==> config.mk <==
export PLATFORM = sky130hd
export DESIGN_NAME = hex_record_sequence_checker_core
export DESIGN_NICKNAME = d
export VERILOG_FILES = /design/src/hrsc_pkg.sv /design/src/hrsc_check.sv /design/src/hex_record_sequence_checker_core.sv
export VERILOG_INCLUDE_DIRS = /design/src /design/src/src
export SDC_FILE = /design/constraint.sdc
export NUM_CORES = 1
export LEC_CHECK = 0
export ABC_AREA = 1
export BUFFER_PORTS_ARGS = -buffer_cell sky130_fd_sc_hd__buf_2
export CORE_ASPECT_RATIO = 1.4
export CORE_MARGIN = 2
export CORE_UTILIZATION = 45
export DETAILED_ROUTE_END_ITERATION = 12
export GPL_ROUTABILITY_DRIVEN = 0
export HOLD_SLACK_MARGIN = 0.12
export PLACE_DENSITY = 0.65
export SYNTH_ARGS = -nofsm -noshare
export SYNTH_HDL_FRONTEND = slang
export SYNTH_SLANG_ARGS = --single-unit
==> constraint.sdc <==
create_clock -name clk -period 6.74 [get_ports clk]
set_input_delay 1.348 -clock clk [delete_from_list [all_inputs] [get_ports clk]]
set_output_delay 1.348 -clock clk [all_outputs]
set_load 0.01 [all_outputs]
==> src/assert_macros.svh <==
// Assertion macros shared by the RTL of the record sequence checker.
// No dependencies; included by the modules that carry assertions.
`ifndef ASSERT_MACROS_SVH
`define ASSERT_MACROS_SVH

// The consequent must hold in the same cycle as the antecedent.
`define ASSERT_SAME(label, clk, rst_n, ante, cons) \
    label: assert property (@(posedge clk) disable iff (!rst_n) (ante) |-> (cons)) \
        else $error("assertion failed");

// The consequent must hold in the cycle after the antecedent.
`define ASSERT_NEXT(label, clk, rst_n, ante, cons) \
    label: assert property (@(posedge clk) disable iff (!rst_n) (ante) |=> (cons)) \
        else $error("assertion failed");

`endif

==> src/hrsc_pkg.sv <==
// Types, codes and reset values for the record sequence checker.
// No dependencies; imported by hrsc_check and the top level.
package hrsc_pkg;

    localparam int CFG_IDX_W = 3;

    localparam logic [CFG_IDX_W-1:0] CFG_IMAGE_BASE   = 3'd0;
    localparam logic [CFG_IDX_W-1:0] CFG_STAGING_CAP  = 3'd1;
    localparam logic [CFG_IDX_W-1:0] CFG_PROGRAM_END  = 3'd2;
    localparam logic [CFG_IDX_W-1:0] CFG_MAX_UPLOAD   = 3'd3;
    localparam logic [CFG_IDX_W-1:0] CFG_ENTRY_ADDR   = 3'd4;

    localparam logic [31:0] RST_IMAGE_BASE  = 32'h6000_0000;
    localparam logic [31:0] RST_STAGING_CAP = 32'h007C_0000;
    localparam logic [31:0] RST_PROGRAM_END = 32'h60FC_0000;
    localparam logic [31:0] RST_MAX_UPLOAD  = 32'h0400_0000;
    localparam logic [31:0] RST_ENTRY_ADDR  = 32'h6000_1000;

    localparam logic [1:0] CMD_BEGIN  = 2'd0;
    localparam logic [1:0] CMD_RECORD = 2'd1;
    localparam logic [1:0] CMD_FINISH = 2'd2;
    localparam logic [1:0] CMD_ABORT  = 2'd3;

    localparam logic [7:0] REC_DATA   = 8'h00;
    localparam logic [7:0] REC_EOF    = 8'h01;
    localparam logic [7:0] REC_EXT    = 8'h04;
    localparam logic [7:0] REC_START  = 8'h05;

    localparam logic [7:0] EXT_COUNT   = 8'd2;
    localparam logic [7:0] START_COUNT = 8'd4;

    localparam logic [1:0] FK_NONE    = 2'd0;
    localparam logic [1:0] FK_STATE   = 2'd1;
    localparam logic [1:0] FK_INVALID = 2'd2;

    localparam logic [4:0] EC_NONE          = 5'd0;
    localparam logic [4:0] EC_ACTIVE        = 5'd1;
    localparam logic [4:0] EC_AWAITING      = 5'd2;
    localparam logic [4:0] EC_LENGTH        = 5'd3;
    localparam logic [4:0] EC_NOT_ACTIVE    = 5'd4;
    localparam logic [4:0] EC_AFTER_EOF     = 5'd5;
    localparam logic [4:0] EC_DATA_AFTER_ST = 5'd6;
    localparam logic [4:0] EC_MISALIGNED    = 5'd7;
    localparam logic [4:0] EC_GAP           = 5'd8;
    localparam logic [4:0] EC_RANGE         = 5'd9;
    localparam logic [4:0] EC_EOF_BAD       = 5'd10;
    localparam logic [4:0] EC_MISSING       = 5'd11;
    localparam logic [4:0] EC_EXT_BAD       = 5'd12;
    localparam logic [4:0] EC_START_BAD     = 5'd13;
    localparam logic [4:0] EC_ENTRY         = 5'd14;
    localparam logic [4:0] EC_TYPE          = 5'd15;
    localparam logic [4:0] EC_NO_EOF        = 5'd16;

    typedef struct packed {
        logic [31:0] image_base;
        logic [31:0] stage_capacity;
        logic [31:0] program_end;
        logic [31:0] max_upload_length;
        logic [31:0] entry_address;
    } cfg_t;

    typedef struct packed {
        logic [15:0] upper_address;
        logic [31:0] next_address;
        logic [31:0] data_records;
        logic [31:0] image_bytes;
        logic        upload_active;
        logic        install_ready;
        logic        seen_data;
        logic        seen_start;
        logic        seen_eof;
    } state_t;

    typedef struct packed {
        logic        accepted;
        logic [1:0]  failure_kind;
        logic [4:0]  error_code;
        logic        stage_write;
        logic [31:0] stage_offset;
        logic [7:0]  stage_length;
        logic [31:0] record_count;
        logic [31:0] image_size;
        logic        ready_res;
        logic        active;
    } result_t;

endpackage

==> src/hrsc_check.sv <==
// Combinational check of one item against the upload state.
// Depends on hrsc_pkg; instantiated by hex_record_sequence_checker_core.
module hrsc_check
    import hrsc_pkg::*;
(
    input  cfg_t        cfg,
    input  state_t      st,
    input  logic [1:0]  cmd,
    input  logic [31:0] upload_length,
    input  logic [7:0]  rec_type,
    input  logic [7:0]  rec_byte_count,
    input  logic [15:0] rec_offset,
    input  logic [31:0] rec_head_word,
    output state_t      st_next,
    output result_t     res
);

    logic [31:0] addr;
    logic [32:0] rec_end;
    logic [32:0] stage_limit;

    assign addr        = {st.upper_address, rec_offset};
    assign rec_end     = {1'b0, addr} + {25'd0, rec_byte_count};
    assign stage_limit = {1'b0, cfg.image_base} + {1'b0, cfg.stage_capacity};

    always_comb
    begin
        logic       ok;
        logic       clear_flags;
        logic [1:0] kind;
        logic [4:0] code;

        st_next     = st;
        ok          = 1'b1;
        clear_flags = 1'b0;
        kind        = FK_NONE;
        code        = EC_NONE;
        res.stage_write  = 1'b0;
        res.stage_offset = 32'd0;
        res.stage_length = 8'd0;

        case (cmd)
            CMD_BEGIN:
            begin
                if (st.upload_active)
                begin
                    ok   = 1'b0;
                    kind = FK_STATE;
                    code = EC_ACTIVE;
                end
                else if (st.install_ready)
                begin
                    ok   = 1'b0;
                    kind = FK_STATE;
                    code = EC_AWAITING;
                end
                else
                begin
                    st_next.upper_address = 16'd0;
                    st_next.next_address  = cfg.image_base;
                    st_next.image_bytes   = 32'd0;
                    st_next.data_records  = 32'd0;
                    st_next.seen_data     = 1'b0;
                    st_next.seen_start    = 1'b0;
                    st_next.seen_eof      = 1'b0;
                    st_next.install_ready = 1'b0;
                    if (upload_length == 32'd0 || upload_length > cfg.max_upload_length)
                    begin
                        ok          = 1'b0;
                        clear_flags = 1'b1;
                        kind        = FK_INVALID;
                        code        = EC_LENGTH;
                    end
                    else
                    begin
                        st_next.upload_active = 1'b1;
                    end
                end
            end
            CMD_RECORD:
            begin
                ok          = 1'b0;
                clear_flags = 1'b1;
                kind        = FK_INVALID;
                if (!st.upload_active || st.install_ready)
                begin
                    kind = FK_STATE;
                    code = EC_NOT_ACTIVE;
                end
                else if (st.seen_eof)
                begin
                    code = EC_AFTER_EOF;
                end
                else
                begin
                    case (rec_type)
                        REC_DATA:
                        begin
                            if (st.seen_start)
                                code = EC_DATA_AFTER_ST;
                            else if (rec_byte_count == 8'd0 || rec_offset[1:0] != 2'd0
                                     || rec_byte_count[1:0] != 2'd0)
                                code = EC_MISALIGNED;
                            else if (addr != st.next_address)
                                code = EC_GAP;
                            else if (addr < cfg.image_base || rec_end > stage_limit
                                     || rec_end > {1'b0, cfg.program_end})
                                code = EC_RANGE;
                            else
                            begin
                                ok                   = 1'b1;
                                clear_flags          = 1'b0;
                                kind                 = FK_NONE;
                                res.stage_write      = 1'b1;
                                res.stage_offset     = addr - cfg.image_base;
                                res.stage_length     = rec_byte_count;
                                st_next.next_address = rec_end[31:0];
                                st_next.seen_data    = 1'b1;
                                st_next.data_records = st.data_records + 32'd1;
                            end
                        end
                        REC_EOF:
                        begin
                            if (rec_byte_count != 8'd0 || rec_offset != 16'd0)
                                code = EC_EOF_BAD;
                            else if (!st.seen_data || !st.seen_start)
                                code = EC_MISSING;
                            else
                            begin
                                ok               = 1'b1;
                                clear_flags      = 1'b0;
                                kind             = FK_NONE;
                                st_next.seen_eof = 1'b1;
                            end
                        end
                        REC_EXT:
                        begin
                            if (st.seen_start || rec_byte_count != EXT_COUNT
                                || rec_offset != 16'd0)
                                code = EC_EXT_BAD;
                            else
                            begin
                                ok                    = 1'b1;
                                clear_flags           = 1'b0;
                                kind                  = FK_NONE;
                                st_next.upper_address = rec_head_word[31:16];
                            end
                        end
                        REC_START:
                        begin
                            if (st.seen_start || !st.seen_data
                                || rec_byte_count != START_COUNT || rec_offset != 16'd0)
                                code = EC_START_BAD;
                            else if (rec_head_word != cfg.entry_address)
                                code = EC_ENTRY;
                            else
                            begin
                                ok                 = 1'b1;
                                clear_flags        = 1'b0;
                                kind               = FK_NONE;
                                st_next.seen_start = 1'b1;
                            end
                        end
                        default:
                        begin
                            code = EC_TYPE;
                        end
                    endcase
                end
            end
            CMD_FINISH:
            begin
                if (!st.upload_active || st.install_ready)
                begin
                    ok          = 1'b0;
                    clear_flags = 1'b1;
                    kind        = FK_STATE;
                    code        = EC_NOT_ACTIVE;
                end
                else if (!st.seen_eof)
                begin
                    ok          = 1'b0;
                    clear_flags = 1'b1;
                    kind        = FK_INVALID;
                    code        = EC_NO_EOF;
                end
                else
                begin
                    st_next.image_bytes   = st.next_address - cfg.image_base;
                    st_next.upload_active = 1'b0;
                    st_next.install_ready = 1'b1;
                end
            end
            default:
            begin
                clear_flags = 1'b1;
            end
        endcase

        if (clear_flags)
        begin
            st_next.upload_active = 1'b0;
            st_next.install_ready = 1'b0;
        end

        res.accepted     = ok;
        res.failure_kind = kind;
        res.error_code   = code;
        res.record_count = st_next.data_records;
        res.image_size   = st_next.image_bytes;
        res.ready_res    = st_next.install_ready;
        res.active       = st_next.upload_active;
    end

endmodule

==> src/hex_record_sequence_checker_core.sv <==
// Latency: an item's result is valid in the cycle after the item is accepted.
// Throughput: one item per cycle; the output register takes a new result
// whenever it is empty or its result is taken in the same cycle.
// Reset clears the upload state and loads the configuration reset values.
// Depends on hrsc_pkg, hrsc_check and assert_macros.svh.
`include "assert_macros.svh"
module hex_record_sequence_checker_core
    import hrsc_pkg::*;
(
    input  logic                 clk,
    input  logic                 rst_n,
    input  logic                 cfg_we,
    input  logic [CFG_IDX_W-1:0] cfg_index,
    input  logic [31:0]          cfg_data,
    input  logic                 in_valid,
    output logic                 in_ready,
    input  logic [1:0]           cmd,
    input  logic [31:0]          upload_length,
    input  logic [7:0]           rec_type,
    input  logic [7:0]           rec_byte_count,
    input  logic [15:0]          rec_offset,
    input  logic [31:0]          rec_head_word,
    output logic                 out_valid,
    input  logic                 out_ready,
    output logic                 accepted,
    output logic [1:0]           failure_kind,
    output logic [4:0]           error_code,
    output logic                 stage_write,
    output logic [31:0]          stage_offset,
    output logic [7:0]           stage_length,
    output logic [31:0]          record_count,
    output logic [31:0]          image_size,
    output logic                 ready_res,
    output logic                 active
);

    cfg_t    cfg_reg;
    state_t  state_reg;
    state_t  state_next;
    result_t res_next;
    result_t res_reg;
    logic    out_valid_reg;
    logic    in_fire;

    assign in_ready = !out_valid_reg || out_ready;
    assign in_fire  = in_valid && in_ready;

    hrsc_check u_check (
        .cfg            (cfg_reg),
        .st             (state_reg),
        .cmd            (cmd),
        .upload_length  (upload_length),
        .rec_type       (rec_type),
        .rec_byte_count (rec_byte_count),
        .rec_offset     (rec_offset),
        .rec_head_word  (rec_head_word),
        .st_next        (state_next),
        .res            (res_next)
    );

    always_ff @(posedge clk or negedge rst_n)
    begin
        if (!rst_n)
        begin
            cfg_reg.image_base        <= RST_IMAGE_BASE;
            cfg_reg.stage_capacity    <= RST_STAGING_CAP;
            cfg_reg.program_end       <= RST_PROGRAM_END;
            cfg_reg.max_upload_length <= RST_MAX_UPLOAD;
            cfg_reg.entry_address     <= RST_ENTRY_ADDR;
        end
        else if (cfg_we)
        begin
            case (cfg_index)
                CFG_IMAGE_BASE:  cfg_reg.image_base        <= cfg_data;
                CFG_STAGING_CAP: cfg_reg.stage_capacity    <= cfg_data;
                CFG_PROGRAM_END: cfg_reg.program_end       <= cfg_data;
                CFG_MAX_UPLOAD:  cfg_reg.max_upload_length <= cfg_data;
                CFG_ENTRY_ADDR:  cfg_reg.entry_address     <= cfg_data;
                default:         cfg_reg                   <= cfg_reg;
            endcase
        end
    end

    always_ff @(posedge clk or negedge rst_n)
    begin
        if (!rst_n)
        begin
            state_reg     <= '0;
            out_valid_reg <= 1'b0;
        end
        else if (in_fire)
        begin
            state_reg     <= state_next;
            out_valid_reg <= 1'b1;
        end
        else if (out_ready)
        begin
            out_valid_reg <= 1'b0;
        end
    end

    always_ff @(posedge clk)
    begin
        if (in_fire)
        begin
            res_reg <= res_next;
        end
    end

    assign out_valid    = out_valid_reg;
    assign accepted     = res_reg.accepted;
    assign failure_kind = res_reg.failure_kind;
    assign error_code   = res_reg.error_code;
    assign stage_write  = res_reg.stage_write;
    assign stage_offset = res_reg.stage_offset;
    assign stage_length = res_reg.stage_length;
    assign record_count = res_reg.record_count;
    assign image_size   = res_reg.image_size;
    assign ready_res    = res_reg.ready_res;
    assign active       = res_reg.active;

    `ASSERT_NEXT(a_fire_gives_result, clk, rst_n, in_fire, out_valid_reg)
    `ASSERT_SAME(a_flags_exclusive, clk, rst_n, 1'b1,
        !(state_reg.upload_active && state_reg.install_ready))
    `ASSERT_SAME(a_accept_no_code, clk, rst_n, out_valid_reg && res_reg.accepted,
        res_reg.failure_kind == FK_NONE && res_reg.error_code == EC_NONE)
    `ASSERT_SAME(a_stage_only_on_accept, clk, rst_n, out_valid_reg && res_reg.stage_write,
        res_reg.accepted && res_reg.active && res_reg.stage_length != 8'd0)
    `ASSERT_NEXT(a_result_flags_match_state, clk, rst_n, in_fire,
        res_reg.active == state_reg.upload_active
        && res_reg.ready_res == state_reg.install_ready)

endmodule

Word-level counts from Yosys, hierarchy flattened:

Index checks and enable logic that the tools add are counted.

* muxes and demuxes: 103
* reduce and logical (&&, ||, !) cells: 41
* bitwise operators: 2
* order comparisons: 4
* add/subtract/negate cells: 5
* equality and inequality tests: 27

Operators by type and width (number)
* 64-bit two-way mux: 5
* 117-bit two-way mux: 2
* 80-bit two-way mux: 2
* 80-bit one-hot mux with 2 select lines: 1
* 34-bit two-way mux: 2
* 34-bit one-hot mux with 2 select lines: 1
* 32-bit != test: 2
* 32-bit subtractor: 2
* 1-bit two-way mux: 43
* 41-bit two-way mux: 1
* 5-bit two-way mux: 8
* 2-bit two-way mux: 18
* 32-bit by 32-bit adder with 33-bit output: 1
* 32-bit by 8-bit adder with 33-bit output: 1
* 33-bit by 32-bit greater-than comparator with 1-bit output: 1
* 33-bit greater-than comparator: 1
* 32-bit by 1-bit adder with 32-bit output (second input constant): 1
* 32-bit greater-than comparator: 1
* 32-bit zero test: 1
* 32-bit < comparator: 1
* 16-bit two-way mux: 2
* 4-bit two-way mux: 7
* 2-bit != test (second input constant): 14
* 5-bit one-hot mux with 4 select lines: 1
* other kinds (33): 63

* logic and storage cells: 207
* bits in registers: 393

Logic depth before layout (Yosys ltp):

* depth in word-level cells: 13
* depth in mapped cells: 35
* mapped depth without buffers: 34

Modules after synthesis:

Synthesis repeated with hierarchy kept, for this count alone.

* cell total of the unflattened synthesis: 3806
* area total of the unflattened synthesis: 28283.4 um^2

By module, submodules not included
* hex_record_sequence_checker_core: instances 1, area an instance 14363.8 um^2, cells each 1331
* hrsc_check: instances 1, area an instance 13919.6 um^2, cells each 2475

Least setup slack after synthesis:

OpenSTA, ideal clock, no wires.

* path type: input to register
* start point: in rec_byte_count[0]
* end point: reg res_reg (netlist bit record_count[23]), data pin
* stages on the path: 29
* data arrival time: 4.929 ns
* setup time: 0.255 ns
* path buffers: 1
* slack: 1.556 ns
* path through: ha_1 > inv_1 > fa_1 > o21ai_1 > nand2_1 > nand2_1 > nand4_1 > nor2_1 > nand2_1 > nor3_1 > xor2_1 > inv_1 > ha_1 > nand2_1 > nand2_1 > nand2_1 > nand2_1 > nand2_1 > a21oi_1 > nor2_1 > nand3_1 > nand2_1 > nand2_1 > a21oi_4 > buf_4 > nand3_1 > o21ai_0 > nand2_1 > and2_1

RTL lines
* start, declared: line hex_record_sequence_checker_core.sv:20 `input logic [7:0] rec_byte_count,`
* end signal, assigned: line hex_record_sequence_checker_core.sv:106 `res_reg <= res_next;`
* end, declared: line hex_record_sequence_checker_core.sv:41 `result_t res_reg;`

Worst setup path in the final report:

* start point: in rec_offset[0]
* end point: reg state_reg[71] in the netlist's numbering

* cells in the longest elaborated chain, start to end: 9
* elaborated cells on any way between the ends: 22
* classes of those cells: add/sub (1); order compare (3); eq/ne (4); mux (8); reduce/logical (6)

RTL lines
* start, declared: line hex_record_sequence_checker_core.sv:21 `input logic [15:0] rec_offset,`
* branches (longest 9 deep; another with 32-bit by 8-bit adder with 33-bit output)
* end signal, assigned: line hex_record_sequence_checker_core.sv:93 `state_reg <= state_next;`
* end, declared: line hex_record_sequence_checker_core.sv:38 `state_t state_reg;`

Parallel ways; which one is timed is not known. The select of a mux whose other input is x is not followed.
A chain may end at the register's enable or synchronous reset.

==> summary.md <==
| Metric | Value |
|---|---|
| Status | completed |
| Tmin final | slightly below 6 ns |
| Synth warn | 0 |
| Clock network power share | 0.288 |
| WL final | 84820 um |
| Psw | 3.517 mW |
| Final Non-Filler Cells | about 4.6k |
| Worst hold path class | reg -> reg |
| Post-Syn Instances | approximately 3.6k |
| Htree depth | 2 |
| Leak | about 15 nW |
| PnR Total Power | about 9.0 mW |
| Maximum root-to-sink buffer count | 3 |
| Quantity of gates resized following cts | 0 |
| Post-CTS Hold Buffers | 0 |
| DRC | 0 |
| Syn avg cell area | between 7 and 8 sq um |
| Num Clock Sinks | roughly 390 |
| Vias in the first global route | 23.96k |
| Max_cap viols | 0 |
| CP dominant cell by count | nand2_1 |
| Clock slew at reported path FFs | ~0.06 ns |
| Initial antenna violation count | 4 |
| Sequential share of the synthesized area | 0.3884 |
| Setup TNS | 0 ns |
| Setup WS post-layout | approximately 0.98 ns |
| CP peak stage delay | roughly 0.4 ns |
| P_int | 5.496 mW |
| Max-slew violations | 0 |
| 1st-iter DRT viols | between 1.5k and 2k |
| Layout cells sized above 1 | 0.1169 |
| F_max | between 150 and 200 MHz |
| FP Rows | approximately 110 |
| WL per Instance | ~18 um |
| Setup crit end kind | flop |
| Die area | 61690 sq um |
| Die Ht | 293.1 um |
| Initial core utilization | 0.4521 |
| # nets final | a little over 4k |
| Dpl cells | between 4k and 5k |
| Critical path type | in -> reg |
| Maximum fanout along the worst path | 22 |
| Final setup skew | 0.02181 ns |
| Max IR drop VDD | about 0.00017 V |
| DR pass1 iterations | 6 |
| Data arrival time of the worst path | about 6.3 ns |
| CTS tree | built |
| Commonest non-fill, non-tap cells in the layout | nand2_1 (958), inv_1 (489), o21ai_0 (310) |
| Post-Syn Area | between 20000 and 30000 sq um |
| Setup bufs post-CTS | 0 |
| DPL Wire Length | 65740 um |
| PwrDens | 296.1 nW/um^2 |
| Gr usage total | 0.2749 |
| CTS buffer count | 44 |
| FF+latch count, synth | between 300 and 400 |
| Port bufs | about 250 |
| Grt total ovfl | 0 |
| Switching Fraction | 0.3902 |
| Slew margin rel. | 0.2463 |
| Flop-to-flop setup slack | roughly 1 ns |
| Pre-CTS WS | 0.5208 ns |
| First-pass GRT wire length | between 100000 and 150000 um |
| Die Span X | 210.5 um |
| Slowest CP cell | fa_1 |
| Setup violators final | 0 |
| Vias per cell | ~5.4 |
| Period utilization | 0.8547 |
| Post-synthesis cell type count | 62 |
| Worst-Margin Slew | about 1.1 ns |
| DR vias | around 25k |
| Cell family with most CP delay | simple AND/OR/NAND/NOR gates |
| Comb power frac | 0.367 |
| Clock latency on the worst-skew pair | a little under 0.6 ns |
| Max reg flops | 160 |
| Routed Antenna Nets | 0 |
| Worst setup SP type | primary input |
| Most common cell after layout, fill and taps aside | nand2_1 |
| Pin count of the biggest net entering global routing | between 150 and 200 |
| CP required | between 7 and 8 ns |
| Syn-to-layout area delta | 13.32% |
| Reg power frac | 0.345 |
| Core Box Area | between 50000 and 60000 sq um |
| Root Buffer | clkbuf_16 |
| Final Hold Viols | 0 |
| RSZ-0062 raised after global routing | no |
| DP Area | just under 30000 sq um |
| I/O pins | roughly 260 |
| Fin area | between 30000 and 40000 sq um |
| Worst path bufs/invs | 5 |
-- cell type report --
class / count / area (sq um)
Fill cell: 5912 / 28980
Multi-Input combinational cell: 2579 / 14170
Sequential cell: 393 / 10430
Inverter: 498 / 1882
Timing Repair Buffer: 275 / 1451
Clock buffer: 55 / 1224
Tap cell: 756 / 945.9
Clock inverter: 25 / 316.6
Antenna cell: 6 / 15.01
-- routing by layer --
metal | track usage | wire length (um)
met2 | 0.4857 | 41780
met4 | 0.1481 | 4881
met3 | 0.03206 | 3962
met1 | 0.3259 | 34200
met5 | 0 | 0
-- power groups by stage --
stage / Sequential [mW] / Clock, mW / Combinational [mW]
2_1_floorplan: 3.08 / 0 / 2.28
3_3_place_gp: 3.13 / 0 / 3.22
3_5_place_dp: 3.14 / 0 / 3.25
4_1_cts: 3.10 / 2.65 / 3.27
5_1_grt: 3.15 / 2.73 / 3.73
6_report: 3.11 / 2.60 / 3.31
-- per-stage QoR --
step	util	hold slack, ns
6_report	0.5123	0.4722
5_1_grt	0.5122	0.4938
4_1_cts	0.5120	0.4769
3_5_place_dp	0.4861	0.4593
3_3_place_gp	0.4861	0.4584
2_1_floorplan	-	0.4426
-- worst min-delay path: cells and delay by family (launching register included) --
family           cells  cell delay (ns)
DFF                  1             0.33
and+or+nand+nor      2             0.11
-- synthesized netlist by cell type (all sizes together) --
library cell  number  share of area
a2111oi            2        0.00065
a211oi             5         0.0014
a21boi            11         0.0031
a21o              14         0.0039
a21oi            196          0.038
a221oi             2        0.00065
a31o               2        0.00065
a31oi             20         0.0047
and2               6         0.0014
and3               2        0.00047
buf               27         0.0057
clkbuf            65         0.0091
clkinv             2        0.00047
conb               1        0.00014
dfrtp            259           0.24
dfstp             19          0.019
edfxtp           115           0.13
fa                 4         0.0030
ha               205          0.095
inv              496          0.069
nand2            968           0.14
nand3            184          0.038
nand3b             8         0.0022
nand4             59          0.014
nor2             248          0.035
nor3              48         0.0095
nor3b              2        0.00056
nor4              33         0.0079
o2111ai            2        0.00065
o211ai            19         0.0053
o21a              11         0.0031
o21ai            334          0.063
o21ba              1        0.00037
o21bai            17         0.0048
o221ai             7         0.0023
o22ai             12         0.0030
o311ai             1        0.00033
o31ai              1        0.00028
or2               20         0.0047
or3b               1        0.00033
xnor2             51          0.017
xor2              81          0.026
-- logic make-up after synthesis --
family | Yosys count | share of synthesized area
AND/OR/NAND/NOR | 1579 | 0.2499
AO/OA/AOI/OAI | 657 | 0.1354
adder cells (fa/ha/maj) | 209 | 0.09847
XOR/XNOR | 132 | 0.04304
buffers and inverters | 590 | 0.08468
other | 1 | 0.0001396
flip-flops | 393 | 0.3884
-- worst paths after layout --
path / start / to / cells after the start
setup / recovery: rec_offset[0] / state_reg[71]$_DFFE_PN0P_ / 29
hold / removal: state_reg[10]$_DFFE_PN0P_ / state_reg[10]$_DFFE_PN0P_ / 2
setup reg to reg: cfg_reg[128]$_DFFE_PN0P_ / state_reg[71]$_DFFE_PN0P_ / 30
hold reg to reg: state_reg[10]$_DFFE_PN0P_ / state_reg[10]$_DFFE_PN0P_ / 2
max in group asynchronous: rst_n / cfg_reg[104]$_DFFE_PN0P_ / 2
min in group asynchronous: rst_n / state_reg[13]$_DFFE_PN0P_ / 1
Note: power is estimated with default switching activity, not from simulation.
